$ cat config.mk
export PLATFORM = sky130hd
export DESIGN_NAME = joystick_axis_calibrate_map
export DESIGN_NICKNAME = d
export VERILOG_FILES = /design/src/design/jacm_pkg.sv /design/src/design/joystick_axis_calibrate_map.sv /design/src/design/jacm_div.sv /design/src/design/jacm_dp.sv /design/src/design/jacm_ctrl.sv
export SDC_FILE = /design/constraint.sdc
export NUM_CORES = 2
export LEC_CHECK = 0
export ABC_AREA = 1
export BUFFER_PORTS_ARGS = -buffer_cell sky130_fd_sc_hd__buf_2
export CORE_UTILIZATION = 50
export DETAILED_ROUTE_END_ITERATION = 7
export PLACE_DENSITY = 0.66
export SLEW_MARGIN = 5
export SYNTH_ARGS = -nofsm -noshare
export SYNTH_HDL_FRONTEND = slang
export SYNTH_HIERARCHICAL = 1
export SYNTH_SLANG_ARGS = --single-unit
$ cat constraint.sdc
create_clock -name clk -period 11.1 [get_ports clk]
set_clock_uncertainty 0.1 [all_clocks]
set_input_delay 0 -clock clk [delete_from_list [all_inputs] [get_ports clk]]
set_output_delay 0 -clock clk [all_outputs]
set_load 0.05 [all_outputs]
$ cat src/design/jacm_pkg.sv
package jacm_pkg;

	localparam int NUM_AXES = 8;
	localparam int IDX_W    = (NUM_AXES > 1) ? $clog2(NUM_AXES) : 1;
	localparam int AXE_W    = 5;	// axis number widened so it can hold NUM_AXES

	localparam int CMD_W  = 3;
	localparam int AXIS_W = 3;
	localparam int SAMP_W = 10;
	localparam int OUT_W  = 16;
	localparam int AIU_W  = 4;

	localparam logic [SAMP_W-1:0] RAW_TOP = 10'd1023;
	localparam logic [SAMP_W-1:0] RAW_MID = 10'd512;

	// Map arithmetic widths.
	localparam int SPAN_W = SAMP_W + 2;		// signed sample differences
	localparam int OR_W   = OUT_W + 2;		// signed output range ends and range
	localparam int PROD_W = SPAN_W + OR_W;		// signed product
	localparam int NUM_W  = 27;			// product magnitude
	localparam int DEN_W  = SAMP_W + 1;		// span magnitude
	localparam int VAL_W  = NUM_W + 2;		// signed value before the clamp
	localparam int CNT_W  = $clog2(NUM_W + 1);

	localparam int CFG_IDX_W = 2;

	typedef enum logic [CMD_W-1:0] {
		CMD_RESET  = 3'd0,
		CMD_TRACK  = 3'd1,
		CMD_CENTER = 3'd2,
		CMD_READ   = 3'd3,
		CMD_LOAD   = 3'd4
	} cmd_t;

	typedef enum logic [CFG_IDX_W-1:0] {
		CFG_AXES       = 2'd0,
		CFG_OUT_MIN    = 2'd1,
		CFG_OUT_CENTER = 2'd2,
		CFG_OUT_MAX    = 2'd3
	} cfg_idx_t;

	typedef enum logic [2:0] {
		ST_IDLE,
		ST_EXEC,
		ST_LOAD,
		ST_DIV,
		ST_FIN,
		ST_DONE
	} state_t;

	typedef struct packed {
		logic [AIU_W-1:0]        axes;
		logic signed [OUT_W-1:0] out_min;
		logic signed [OUT_W-1:0] out_center;
		logic signed [OUT_W-1:0] out_max;
	} cfg_t;

	typedef struct packed {
		logic latch;
		logic exec;
		logic div_start;
		logic fin;
		logic load_out;
	} ctrl_cmd_t;

	typedef struct packed {
		logic need_map;
		logic need_div;
		logic div_busy;
	} dp_sts_t;

endpackage

$ cat src/design/joystick_axis_calibrate_map.sv
// A read that needs the divider goes from acceptance through execute, divider load, the
// one-bit-per-cycle divider, finish and done; a read exactly at the centre or over a flat span
// skips the divider, and every other word goes from execute straight to done.
// A new word is accepted the cycle after the previous result enters the output register; a
// result still waiting in that register holds it off.
// Reset is asynchronous and returns bounds, centres, mapped values, the calibrated flag and the
// configuration to their reset values at once; there is no clearing pass.
module joystick_axis_calibrate_map
	import jacm_pkg::*;
(
	input  logic                        clk,
	input  logic                        arst_n,
	input  logic                        item_valid,
	output logic                        item_ready,
	input  logic [CMD_W-1:0]            command,
	input  logic [AXIS_W-1:0]           axis,
	input  logic [SAMP_W-1:0]           sample,
	input  logic [SAMP_W-1:0]           load_low,
	input  logic [SAMP_W-1:0]           load_mid,
	input  logic [SAMP_W-1:0]           load_high,
	output logic                        result_valid,
	input  logic                        result_ready,
	output logic signed [OUT_W-1:0]     axis_value,
	output logic                        is_calibrated,
	input  logic                        cfg_valid,
	output logic                        cfg_ready,
	input  logic [CFG_IDX_W-1:0]        cfg_index,
	input  logic [OUT_W-1:0]            cfg_data
);

	cfg_t      cfg_q;
	ctrl_cmd_t cmd;
	dp_sts_t   sts;

	assign cfg_ready = 1'b1;

	always_ff @(posedge clk or negedge arst_n) begin
		if (!arst_n) begin
			cfg_q.axes       <= AIU_W'(NUM_AXES);
			cfg_q.out_min    <= -16'sd127;
			cfg_q.out_center <= '0;
			cfg_q.out_max    <= 16'sd127;
		end else if (cfg_valid) begin
			unique case (cfg_index)
				CFG_AXES:       cfg_q.axes       <= cfg_data[AIU_W-1:0];
				CFG_OUT_MIN:    cfg_q.out_min    <= cfg_data;
				CFG_OUT_CENTER: cfg_q.out_center <= cfg_data;
				CFG_OUT_MAX:    cfg_q.out_max    <= cfg_data;
				default: begin
				end
			endcase
		end
	end

	jacm_ctrl u_ctrl (
		.clk          (clk),
		.arst_n       (arst_n),
		.item_valid   (item_valid),
		.item_ready   (item_ready),
		.result_valid (result_valid),
		.result_ready (result_ready),
		.sts          (sts),
		.cmd          (cmd)
	);

	jacm_dp u_dp (
		.clk           (clk),
		.arst_n        (arst_n),
		.cfg           (cfg_q),
		.cmd           (cmd),
		.sts           (sts),
		.command       (command),
		.axis          (axis),
		.sample        (sample),
		.load_low      (load_low),
		.load_mid      (load_mid),
		.load_high     (load_high),
		.axis_value    (axis_value),
		.is_calibrated (is_calibrated)
	);

endmodule

$ cat src/design/jacm_div.sv
module jacm_div
	import jacm_pkg::*;
(
	input  logic             clk,
	input  logic             arst_n,
	input  logic             start,
	input  logic [NUM_W-1:0] num,
	input  logic [DEN_W-1:0] den,
	output logic             busy,
	output logic [NUM_W-1:0] quo
);

	logic [NUM_W-1:0] quo_q;
	logic [DEN_W-1:0] rem_q;
	logic [DEN_W-1:0] den_q;
	logic [CNT_W-1:0] cnt_q;
	logic             busy_q;

	logic [DEN_W:0]   trial;
	logic [DEN_W:0]   diff;
	logic             take;
	logic [DEN_W-1:0] rem_nx;

	// Restoring division, one quotient bit per cycle.
	always_comb begin
		trial  = {rem_q, quo_q[NUM_W-1]};
		diff   = trial - {1'b0, den_q};
		take   = (trial >= {1'b0, den_q});
		rem_nx = take ? diff[DEN_W-1:0] : trial[DEN_W-1:0];
	end

	always_ff @(posedge clk or negedge arst_n) begin
		if (!arst_n) begin
			busy_q <= 1'b0;
			cnt_q  <= '0;
		end else if (start) begin
			busy_q <= 1'b1;
			cnt_q  <= CNT_W'(NUM_W);
		end else if (busy_q) begin
			cnt_q <= cnt_q - CNT_W'(1);
			if (cnt_q == CNT_W'(1)) begin
				busy_q <= 1'b0;
			end
		end
	end

	always_ff @(posedge clk) begin
		if (start) begin
			rem_q <= '0;
			quo_q <= num;
			den_q <= den;
		end else if (busy_q) begin
			rem_q <= rem_nx;
			quo_q <= {quo_q[NUM_W-2:0], take};
		end
	end

	assign busy = busy_q;
	assign quo  = quo_q;

endmodule

$ cat src/design/jacm_dp.sv
module jacm_dp
	import jacm_pkg::*;
(
	input  logic                     clk,
	input  logic                     arst_n,
	input  cfg_t                     cfg,
	input  ctrl_cmd_t                cmd,
	output dp_sts_t                  sts,
	input  logic [CMD_W-1:0]         command,
	input  logic [AXIS_W-1:0]        axis,
	input  logic [SAMP_W-1:0]        sample,
	input  logic [SAMP_W-1:0]        load_low,
	input  logic [SAMP_W-1:0]        load_mid,
	input  logic [SAMP_W-1:0]        load_high,
	output logic signed [OUT_W-1:0]  axis_value,
	output logic                     is_calibrated
);

	// Word held while it is worked on.
	logic [CMD_W-1:0]  cmd_q;
	logic [AXIS_W-1:0] axis_q;
	logic [SAMP_W-1:0] sample_q;
	logic [SAMP_W-1:0] ld_lo_q;
	logic [SAMP_W-1:0] ld_mid_q;
	logic [SAMP_W-1:0] ld_hi_q;

	logic [SAMP_W-1:0]       lb_q  [NUM_AXES];
	logic [SAMP_W-1:0]       ub_q  [NUM_AXES];
	logic [SAMP_W-1:0]       ctr_q [NUM_AXES];
	logic signed [OUT_W-1:0] map_q [NUM_AXES];
	logic                    cal_q;

	logic signed [PROD_W-1:0] prod_q;
	logic signed [SPAN_W-1:0] span_q;
	logic signed [OR_W-1:0]   olo_q;
	logic signed [OR_W-1:0]   ohi_q;
	logic                     eq_q;
	logic                     zspan_q;
	logic                     neg_q;

	logic signed [OUT_W-1:0] val_q;
	logic                    calo_q;

	logic [AXE_W-1:0]  axis_ext;
	logic [IDX_W-1:0]  idx;
	logic              live;
	logic [SAMP_W-1:0] lb_r;
	logic [SAMP_W-1:0] ub_r;
	logic [SAMP_W-1:0] ctr_r;
	logic              above;
	logic              eq;
	logic signed [SPAN_W-1:0] diff;
	logic signed [SPAN_W-1:0] span;
	logic signed [OR_W-1:0]   oc_x;
	logic signed [OR_W-1:0]   olo;
	logic signed [OR_W-1:0]   ohi;
	logic signed [OR_W-1:0]   rng;
	logic signed [PROD_W-1:0] prod;

	logic [PROD_W-1:0] prod_abs;
	logic [SPAN_W-1:0] span_abs;
	logic [NUM_W-1:0]  quo;
	logic              div_busy;

	logic signed [VAL_W-1:0] qs;
	logic signed [VAL_W-1:0] vraw;
	logic signed [VAL_W-1:0] vmin;
	logic signed [VAL_W-1:0] vmax;
	logic signed [OUT_W-1:0] vclamp;

	always_comb begin
		axis_ext = AXE_W'(axis_q);
		idx      = axis_ext[IDX_W-1:0];
		live     = ({1'b0, axis_q} < cfg.axes) && (axis_ext < AXE_W'(NUM_AXES));
		lb_r     = lb_q[idx];
		ub_r     = ub_q[idx];
		ctr_r    = ctr_q[idx];
		above    = (sample_q > ctr_r);
		eq       = (sample_q == ctr_r);
		oc_x     = {{(OR_W-OUT_W){cfg.out_center[OUT_W-1]}}, cfg.out_center};
		if (above) begin
			diff = SPAN_W'(sample_q) - SPAN_W'(ctr_r);
			span = SPAN_W'(ub_r) - SPAN_W'(ctr_r);
			olo  = oc_x + OR_W'(1);
			ohi  = {{(OR_W-OUT_W){cfg.out_max[OUT_W-1]}}, cfg.out_max};
		end else begin
			diff = SPAN_W'(sample_q) - SPAN_W'(lb_r);
			span = SPAN_W'(ctr_r) - SPAN_W'(lb_r);
			olo  = {{(OR_W-OUT_W){cfg.out_min[OUT_W-1]}}, cfg.out_min};
			ohi  = oc_x - OR_W'(1);
		end
		rng  = ohi - olo;
		prod = diff * rng;
	end

	assign sts.need_map = (cmd_q == CMD_READ) && live && cal_q;
	assign sts.need_div = sts.need_map && !eq && (span != '0);
	assign sts.div_busy = div_busy;

	always_ff @(posedge clk) begin
		if (cmd.latch) begin
			cmd_q    <= command;
			axis_q   <= axis;
			sample_q <= sample;
			ld_lo_q  <= load_low;
			ld_mid_q <= load_mid;
			ld_hi_q  <= load_high;
		end
		if (cmd.exec) begin
			prod_q  <= prod;
			span_q  <= span;
			olo_q   <= olo;
			ohi_q   <= ohi;
			eq_q    <= eq;
			zspan_q <= (span == '0);
		end
		if (cmd.div_start) begin
			neg_q <= prod_q[PROD_W-1] ^ span_q[SPAN_W-1];
		end
		if (cmd.load_out) begin
			val_q  <= live ? map_q[idx] : cfg.out_center;
			calo_q <= cal_q;
		end
	end

	always_ff @(posedge clk or negedge arst_n) begin
		if (!arst_n) begin
			for (int i = 0; i < NUM_AXES; i++) begin
				lb_q[i]  <= RAW_TOP;
				ub_q[i]  <= '0;
				ctr_q[i] <= RAW_MID;
				map_q[i] <= '0;
			end
			cal_q <= 1'b0;
		end else begin
			if (cmd.exec) begin
				if (cmd_q == CMD_RESET) begin
					for (int i = 0; i < NUM_AXES; i++) begin
						lb_q[i] <= RAW_TOP;
						ub_q[i] <= '0;
					end
				end else if (live) begin
					unique case (cmd_q)
						CMD_TRACK: begin
							if (sample_q > ub_r) begin
								ub_q[idx] <= sample_q;
							end
							if (sample_q < lb_r) begin
								lb_q[idx] <= sample_q;
							end
						end
						CMD_CENTER: begin
							ctr_q[idx] <= sample_q;
							cal_q      <= 1'b1;
						end
						CMD_LOAD: begin
							lb_q[idx]  <= ld_lo_q;
							ctr_q[idx] <= ld_mid_q;
							ub_q[idx]  <= ld_hi_q;
							cal_q      <= 1'b1;
						end
						default: begin
						end
					endcase
				end
			end
			if (cmd.fin) begin
				map_q[idx] <= vclamp;
			end
		end
	end

	always_comb begin
		prod_abs = prod_q[PROD_W-1] ? PROD_W'(-prod_q) : PROD_W'(prod_q);
		span_abs = span_q[SPAN_W-1] ? SPAN_W'(-span_q) : SPAN_W'(span_q);
	end

	jacm_div u_div (
		.clk    (clk),
		.arst_n (arst_n),
		.start  (cmd.div_start),
		.num    (prod_abs[NUM_W-1:0]),
		.den    (span_abs[DEN_W-1:0]),
		.busy   (div_busy),
		.quo    (quo)
	);

	// Final value, clamped to the output range: a read exactly at the centre and a zero span bypass the divider.
	always_comb begin
		qs   = neg_q ? -VAL_W'(quo) : VAL_W'(quo);
		vmin = {{(VAL_W-OUT_W){cfg.out_min[OUT_W-1]}}, cfg.out_min};
		vmax = {{(VAL_W-OUT_W){cfg.out_max[OUT_W-1]}}, cfg.out_max};
		if (eq_q) begin
			vraw = {{(VAL_W-OUT_W){cfg.out_center[OUT_W-1]}}, cfg.out_center};
		end else if (zspan_q) begin
			vraw = {{(VAL_W-OR_W){ohi_q[OR_W-1]}}, ohi_q};
		end else begin
			vraw = qs + {{(VAL_W-OR_W){olo_q[OR_W-1]}}, olo_q};
		end
		priority if (vraw < vmin) begin
			vclamp = cfg.out_min;
		end else if (vraw > vmax) begin
			vclamp = cfg.out_max;
		end else begin
			vclamp = vraw[OUT_W-1:0];
		end
	end

	assign axis_value    = val_q;
	assign is_calibrated = calo_q;

endmodule

$ cat src/design/jacm_ctrl.sv
module jacm_ctrl
	import jacm_pkg::*;
(
	input  logic      clk,
	input  logic      arst_n,
	input  logic      item_valid,
	output logic      item_ready,
	output logic      result_valid,
	input  logic      result_ready,
	input  dp_sts_t   sts,
	output ctrl_cmd_t cmd
);

	state_t state_q;
	state_t state_nx;
	logic   rv_q;
	logic   out_free;

	assign out_free = !rv_q || result_ready;

	always_comb begin
		state_nx = state_q;
		unique case (state_q)
			ST_IDLE: begin
				if (item_valid) begin
					state_nx = ST_EXEC;
				end
			end
			ST_EXEC: begin
				priority if (sts.need_div) begin
					state_nx = ST_LOAD;
				end else if (sts.need_map) begin
					state_nx = ST_FIN;
				end else begin
					state_nx = ST_DONE;
				end
			end
			ST_LOAD: begin
				state_nx = ST_DIV;
			end
			ST_DIV: begin
				if (!sts.div_busy) begin
					state_nx = ST_FIN;
				end
			end
			ST_FIN: begin
				state_nx = ST_DONE;
			end
			ST_DONE: begin
				if (out_free) begin
					state_nx = ST_IDLE;
				end
			end
			default: begin
				state_nx = ST_IDLE;
			end
		endcase
	end

	always_comb begin
		cmd        = '0;
		item_ready = 1'b0;
		unique case (state_q)
			ST_IDLE: begin
				item_ready = 1'b1;
				cmd.latch  = item_valid;
			end
			ST_EXEC: begin
				cmd.exec = 1'b1;
			end
			ST_LOAD: begin
				cmd.div_start = 1'b1;
			end
			ST_DIV: begin
			end
			ST_FIN: begin
				cmd.fin = 1'b1;
			end
			ST_DONE: begin
				cmd.load_out = out_free;
			end
			default: begin
			end
		endcase
	end

	always_ff @(posedge clk or negedge arst_n) begin
		if (!arst_n) begin
			state_q <= ST_IDLE;
			rv_q    <= 1'b0;
		end else begin
			state_q <= state_nx;
			if (cmd.load_out) begin
				rv_q <= 1'b1;
			end else if (result_ready) begin
				rv_q <= 1'b0;
			end
		end
	end

	assign result_valid = rv_q;

endmodule
# ---- Word-level counts from Yosys, hierarchy flattened
# Index checks and enable logic that the tools add are counted.
dict set report totals {
  elab_cells 198
  inputBits 69
  mem_bits_rw 0
  n_memories 0
  latchBits 0
  regBits 624
  out_inout_bits 20
  rom_bits 0
}
dict set report op_classes {
  n_mux 66
  eq_ne 19
  n_div 0
  n_shift 0
  reduce_logical 28
  multipliers 1
  n_addsub 13
  magnitude_cmp 9
  n_bitwise 3
}
# cell n
set ops {}
lappend ops {{80-bit bitwise mux} 6}
lappend ops {{80-bit two-way mux} 6}
lappend ops {{80-bit case mux with 2 select lines} 3}
lappend ops {{128-bit bitwise mux} 1}
lappend ops {{16-bit two-way mux} 6}
lappend ops {{10-bit binary-select mux with 3-bit select} 3}
lappend ops {{29-bit two-way mux} 3}
lappend ops {{27-bit two-way mux} 3}
lappend ops {{10-bit two-way mux} 7}
lappend ops {{16-bit binary-select mux with 3-bit select} 1}
lappend ops {{16-bit demux with 3-bit select} 1}
lappend ops {{10-bit by 10-bit subtractor with 11-bit output} 4}
lappend ops {{18-bit two-way mux} 2}
lappend ops {{10-bit demux with 3-bit select} 1}
lappend ops {{12-bit by 18-bit multiplier with 30-bit output} 1}
lappend ops {{29-bit adder} 1}
lappend ops {{29-bit by 16-bit greater-than comparator with 1-bit output} 1}
lappend ops {{29-bit by 16-bit less-than comparator with 1-bit output} 1}
lappend ops {{27-bit negation with 29-bit output} 1}
lappend ops {{27-bit negation} 1}
lappend ops {{12-bit two-way mux} 2}
lappend ops {{11-bit two-way mux} 2}
lappend ops {{10-bit greater-than comparator} 2}
lappend ops {{3-bit case mux with 6 select lines} 1}
lappend ops {{other kinds (40)} 79}

# ---- Logic depth before layout (Yosys ltp)
dict set report logic_depth {
  ltp_word 10
  depth_mapped 57
  depth_no_buf 51
}

# ---- Hierarchy
# Netlist, hierarchy kept.
# mod cells_per_inst seq_area_each_um2 instances area_per_inst_um2
set modules_own_cells {}
lappend modules_own_cells {jacm_dp 4547 13518.0 1 37518.5}
lappend modules_own_cells {jacm_div 375 1511.4 1 3088.0}
lappend modules_own_cells {joystick_axis_calibrate_map 236 1323.8 1 2220.9}
lappend modules_own_cells {jacm_ctrl 43 100.1 1 279.0}

# ---- Worst setup path after synthesis
# OpenSTA, ideal clock, no wires.
dict set report synth_timing {
  path_kind {register to register}
  start {register u_dp.axis_q[1]}
  end {register u_dp.prod_q[26], data pin}
  n_path_buf 6
  stages_incl_launch_ff 49
  t_arrival_ns 9.226
  path_slack_ns 1.509
  setup_time_ns 0.265
  cell_sequence {edfxtp_1 -> nor3_1 -> clkbuf_1 -> clkbuf_1 -> a221oi_1 -> nand2_1 -> inv_1 -> ha_1 -> a21oi_1 -> nand2_1 -> nand2_2 -> nand3_4 -> nand2_4 -> buf_6 -> buf_2 -> buf_2 -> clkbuf_1 -> nand2_1 -> [... 13 more ...] -> fa_1 -> inv_1 -> fa_1 -> fa_1 -> fa_1 -> inv_1 -> fa_1 -> inv_1 -> ha_1 -> a21oi_1 -> inv_1 -> nor2_1 -> o221ai_1 -> nor2_1 -> o21bai_1 -> a21oi_1 -> o21ai_0 -> xor2_1}
}
dict set report synth_between {
  elab_chain_cells 8
}
# element line
set synth_rtl {}
lappend synth_rtl {{start, declared} jacm_dp.sv:21} ;# logic [AXIS_W-1:0] axis_q;
lappend synth_rtl {{start signal, assigned} jacm_dp.sv:103} ;# axis_q <= axis;
lappend synth_rtl {{3-bit NOT with 4-bit output (implied by the code)} jacm_dp.sv:77} ;# ctr_r = ctr_q[idx];
lappend synth_rtl {{10-bit binary-select mux with 3-bit select} jacm_dp.sv:77}
lappend synth_rtl {{10-bit two-way mux (implied by the code) (2 in a row)} jacm_dp.sv:77}
lappend synth_rtl {{10-bit greater-than comparator} jacm_dp.sv:78} ;# above = (sample_q > ctr_r);
lappend synth_rtl {{18-bit two-way mux} jacm_dp.sv:81} ;# if (above) begin
lappend synth_rtl {{named net u_dp.ohi[1]} jacm_dp.sv:56} ;# logic signed [OR_W-1:0] ohi;
lappend synth_rtl {{18-bit subtractor} jacm_dp.sv:92} ;# rng = ohi - olo;
lappend synth_rtl {{12-bit by 18-bit multiplier with 30-bit output} jacm_dp.sv:93} ;# prod = diff * rng;
lappend synth_rtl {{named net u_dp.prod[26]} jacm_dp.sv:58} ;# logic signed [PROD_W-1:0] prod;
lappend synth_rtl {{end signal, assigned} jacm_dp.sv:110} ;# prod_q <= prod;
lappend synth_rtl {{end, declared} jacm_dp.sv:33} ;# logic signed [PROD_W-1:0] prod_q;
# The timed path passes the listed nets, and every way through them passes these cells. The select of a mux whose other input is x is not followed.
# A chain may end at the register's enable or synchronous reset.

# ---- Worst setup path after layout
# Same ends and word-level chain as after synthesis.

==> results by group <==
Global route
  – First-pass GRT wire length: 204,500 um
  – Vias in the first global route: 36.12k
  – Largest net degree at the start of global routing: 81
  – Initial antenna violation count: 0
  – Total gr overflow: 0
  – Gr usage total: 30.29%

STA
  – Period utilization: 93.79%
  – RSZ-0062 raised after global routing: no
  – Worst Tran Pin Value: 1.313 ns
  – Min Tclk post-route: 10.41 ns
  – Setup_tns: 0 ns
  – Max Clock Freq: slightly below 100 MHz
  – Final Hold Fails: 0
  – Worst slew margin: 12.39%
  – Fin. max-slew vios: 0
  – Final setup viols: 0
  – Final Hold Slack: 0.06653 ns

Critical path
  – Critical path class: reg -> reg
  – Slowest CP cell: a2111oi_1
  – Most used cell, CP: inv_1
  – Critical path data arrival time: about 11 ns
  – Worst path max stage delay: roughly 0.6 ns
  – CP required: 11.37 ns
  – R2R depth: 40
  – CP Capture Type: flip-flop
  – Worst Setup Start Kind: flip-flop
  – Crit path max fanout: 44

Routing
  – Drt drc: 0
  – Final ANT Viol Nets: 0
  – Via count: 36.99k
  – First drt pass iteration count: 6
  – Initial DRC Count: roughly 3.2k
  – Routed length per instance: 19.85 um
  – Routed WL: 130,400 um
  – Via density: 5.633

Logic synthesis
  – Post-synth ARST share: 69.63%
  – Syn Area/Cell: 8.288 sq um
  – Syn Nets: approximately 5.7k
  – Post-synth top flop: dfrtp_1
  – Post-Syn Instances: 5,201
  – Distinct cells, synth: 68
  – Synth Register Bits: roughly 620
  – Synth warn: 6
  – EDFF count, synth: about 180
  – Mapped Area: 0.04311 sq mm
  – Post-synthesis sequential area ratio: 38.17%

Floorplanning
  – Ports: 89
  – Die Ht: around 300 um
  – Die ar.: 0.08739 sq mm
  – Die width: 295.6 um
  – Std-Cell Rows: 107
  – Initial Utilization: 50.55%
  – Core region area: ~0.085 sq mm

Clock tree
  – H-Tree Depth: 3
  – Postcts setup bufs: 0
  – Root buf cell: clkbuf_16
  – Maximum clock path buffer count: 3
  – Clock slew at reported path FFs: roughly 0.060 ns
  – Clk sinks: 619
  – CTS tree: yes
  – Worst skew pair latency: roughly 0.63 ns
  – Total CTS buffers: 71

Finish
  – Share of cells above drive strength 1: 9.996%
  – # diodes: 0
  – Final Util: 56.67%
  – Nets: 5,866
  – Synth-to-layout area growth: 12.11%

Placed design
  – Port buffer count: 87
  – Routability Congestion: 0.9404
  – Hpwl dp: between 90,000 and 100,000 um

Run
  – MaxCap Viol Count: 0

Worst hold path
  – Hold WC Path Type: in -> reg
  – Hold path cells: 2

Outcome
  – Status: completed
## cell usage in the layout (no fill, tap or decap), drive strengths merged, types with 7 or more instances in the layout
cell / n
a211oi: 7
a21o: 8
a21oi: 217
a221oi: 56
a22o: 11
a22oi: 39
a31oi: 19
buf: 150
clkbuf: 113
clkinv: 25
dfrtp: 325
dfstp: 106
dfxtp: 11
dlygate4sd3: 125
edfxtp: 177
fa: 203
ha: 229
inv: 769
mux2: 29
nand2: 1384
nand3: 213
nand3b: 10
nand4: 98
nor2: 321
nor3: 49
nor4: 13
o2111ai: 9
o21a: 19
o21ai: 364
o21bai: 9
o22ai: 104
o31ai: 7
or2: 16
xnor2: 46
xor2: 108
## cell usage after synthesis (29+ instances only)
library cell  number  area, sq um
nand2_1         1335         5011
inv_1            743         2789
o21ai_0          344         1722
dfrtp_1          325         8133
nor2_1           302         1134
ha_1             229         2865
a21oi_1          215         1076
fa_1             203         4064
nand3_1          201         1006
edfxtp_1         177         5315
clkbuf_1         125        469.2
dfstp_2          106         2785
o22ai_1          104        650.6
xor2_1           104        910.9
nand4_1           97        606.8
a221oi_1          56        490.5
nor3_1            46        230.2
xnor2_1           46        402.9
nand2_2           41        256.5
buf_2             40        200.2
a22oi_1           39        292.8
mux2_2            29        326.6
## per-stage QoR
stage / std cells / instance area, sq um / setup WS [ns]
floorplan: 5201 / 43110 / 1.509
global placement: 6310 / 44680 / 0.6898
detailed placement: 6310 / 44680 / 0.4543
CTS: 6566 / 48280 / 0.3946
global route: 6566 / 48330 / 0.03587
finish: 6566 / 48330 / 0.6895
## routing by layer
layer / share of wire (%) / global-route usage, % / vias up
li1: - / - / 17343
met1: 44 / 42.08 / 18033
met2: 45 / 48.09 / 1378
met3: 8.0 / 5.134 / 234
met4: 3.3 / 10.05 / 0
met5: 0 / 0 / -
## kinds of logic after synthesis
family                   count (synthesis)  synth area share [%]
AO/OA/AOI/OAI                          892                 12.16
multiplexers                            31                0.8040
XOR/XNOR                               154                 3.277
buffers and inverters                  965                 8.757
adder cells (fa/ha/maj)                432                 16.07
AND/OR/NAND/NOR                       2107                 20.75
flip-flops                             619                 38.17
other                                    1              0.008699
## registers in the layout, indices dropped and copies added, names as in the netlist, 17 cells and up
name	flops
cfg_q	52
u_dp/ctr_q	80
u_dp/lb_q	80
u_dp/map_q	128
u_dp/ohi_q	17
u_dp/olo_q	17
u_dp/prod_q	28
u_dp/u_div/quo	27
u_dp/ub_q	80
## final timing paths
check / start / end / slack (ns)
min in group asynchronous: arst_n / cfg_q[6] / 0.43
hold reg to reg: u_dp/lb_q[7] / u_dp/lb_q[7] / 0.36
setup / recovery: u_dp/axis_q[1] / u_dp/prod_q[26] / 0.69
hold / removal: axis[2] / u_dp/axis_q[2] / 0.07
max in group asynchronous: arst_n / u_dp/ctr_q[13] / 8.44
setup reg to reg: u_dp/axis_q[1] / u_dp/prod_q[26] / 0.69
## worst max-delay path: cells and delay by family, from the launching register on
| family | cells | cell delay, ns |
|---|---|---|
| adder cells (fa/ha/maj) | 8 | 3.39 |
| AND/OR/NAND/NOR | 14 | 2.53 |
| AO/OA/AOI/OAI | 9 | 2.48 |
| buffers and inverters | 8 | 0.96 |
| flip-flops | 1 | 0.55 |
| XOR/XNOR | 1 | 0.09 |
## repair_timing
action,CTS,global route
hold buffers,126,0
endpoints found under the hold margin,198,0
gates resized for setup,0,8
setup endpoints to repair,0,11
## final cells by class
| class | instances | area (sq um) |
|---|---|---|
| repair buffers | 275 | 2190 |
| clock buffers | 113 | 2108 |
| inverters | 781 | 2944 |
| well taps | 1144 | 1431 |
| multi-input cells | 3617 | 22990 |
| fillers | 7811 | 36960 |
| flip-flops and latches | 619 | 16450 |
| clock inverters | 17 | 210.2 |
Power is not shown: default switching activity piles up to over one toggle a cycle in this logic, so the estimate is an artifact.
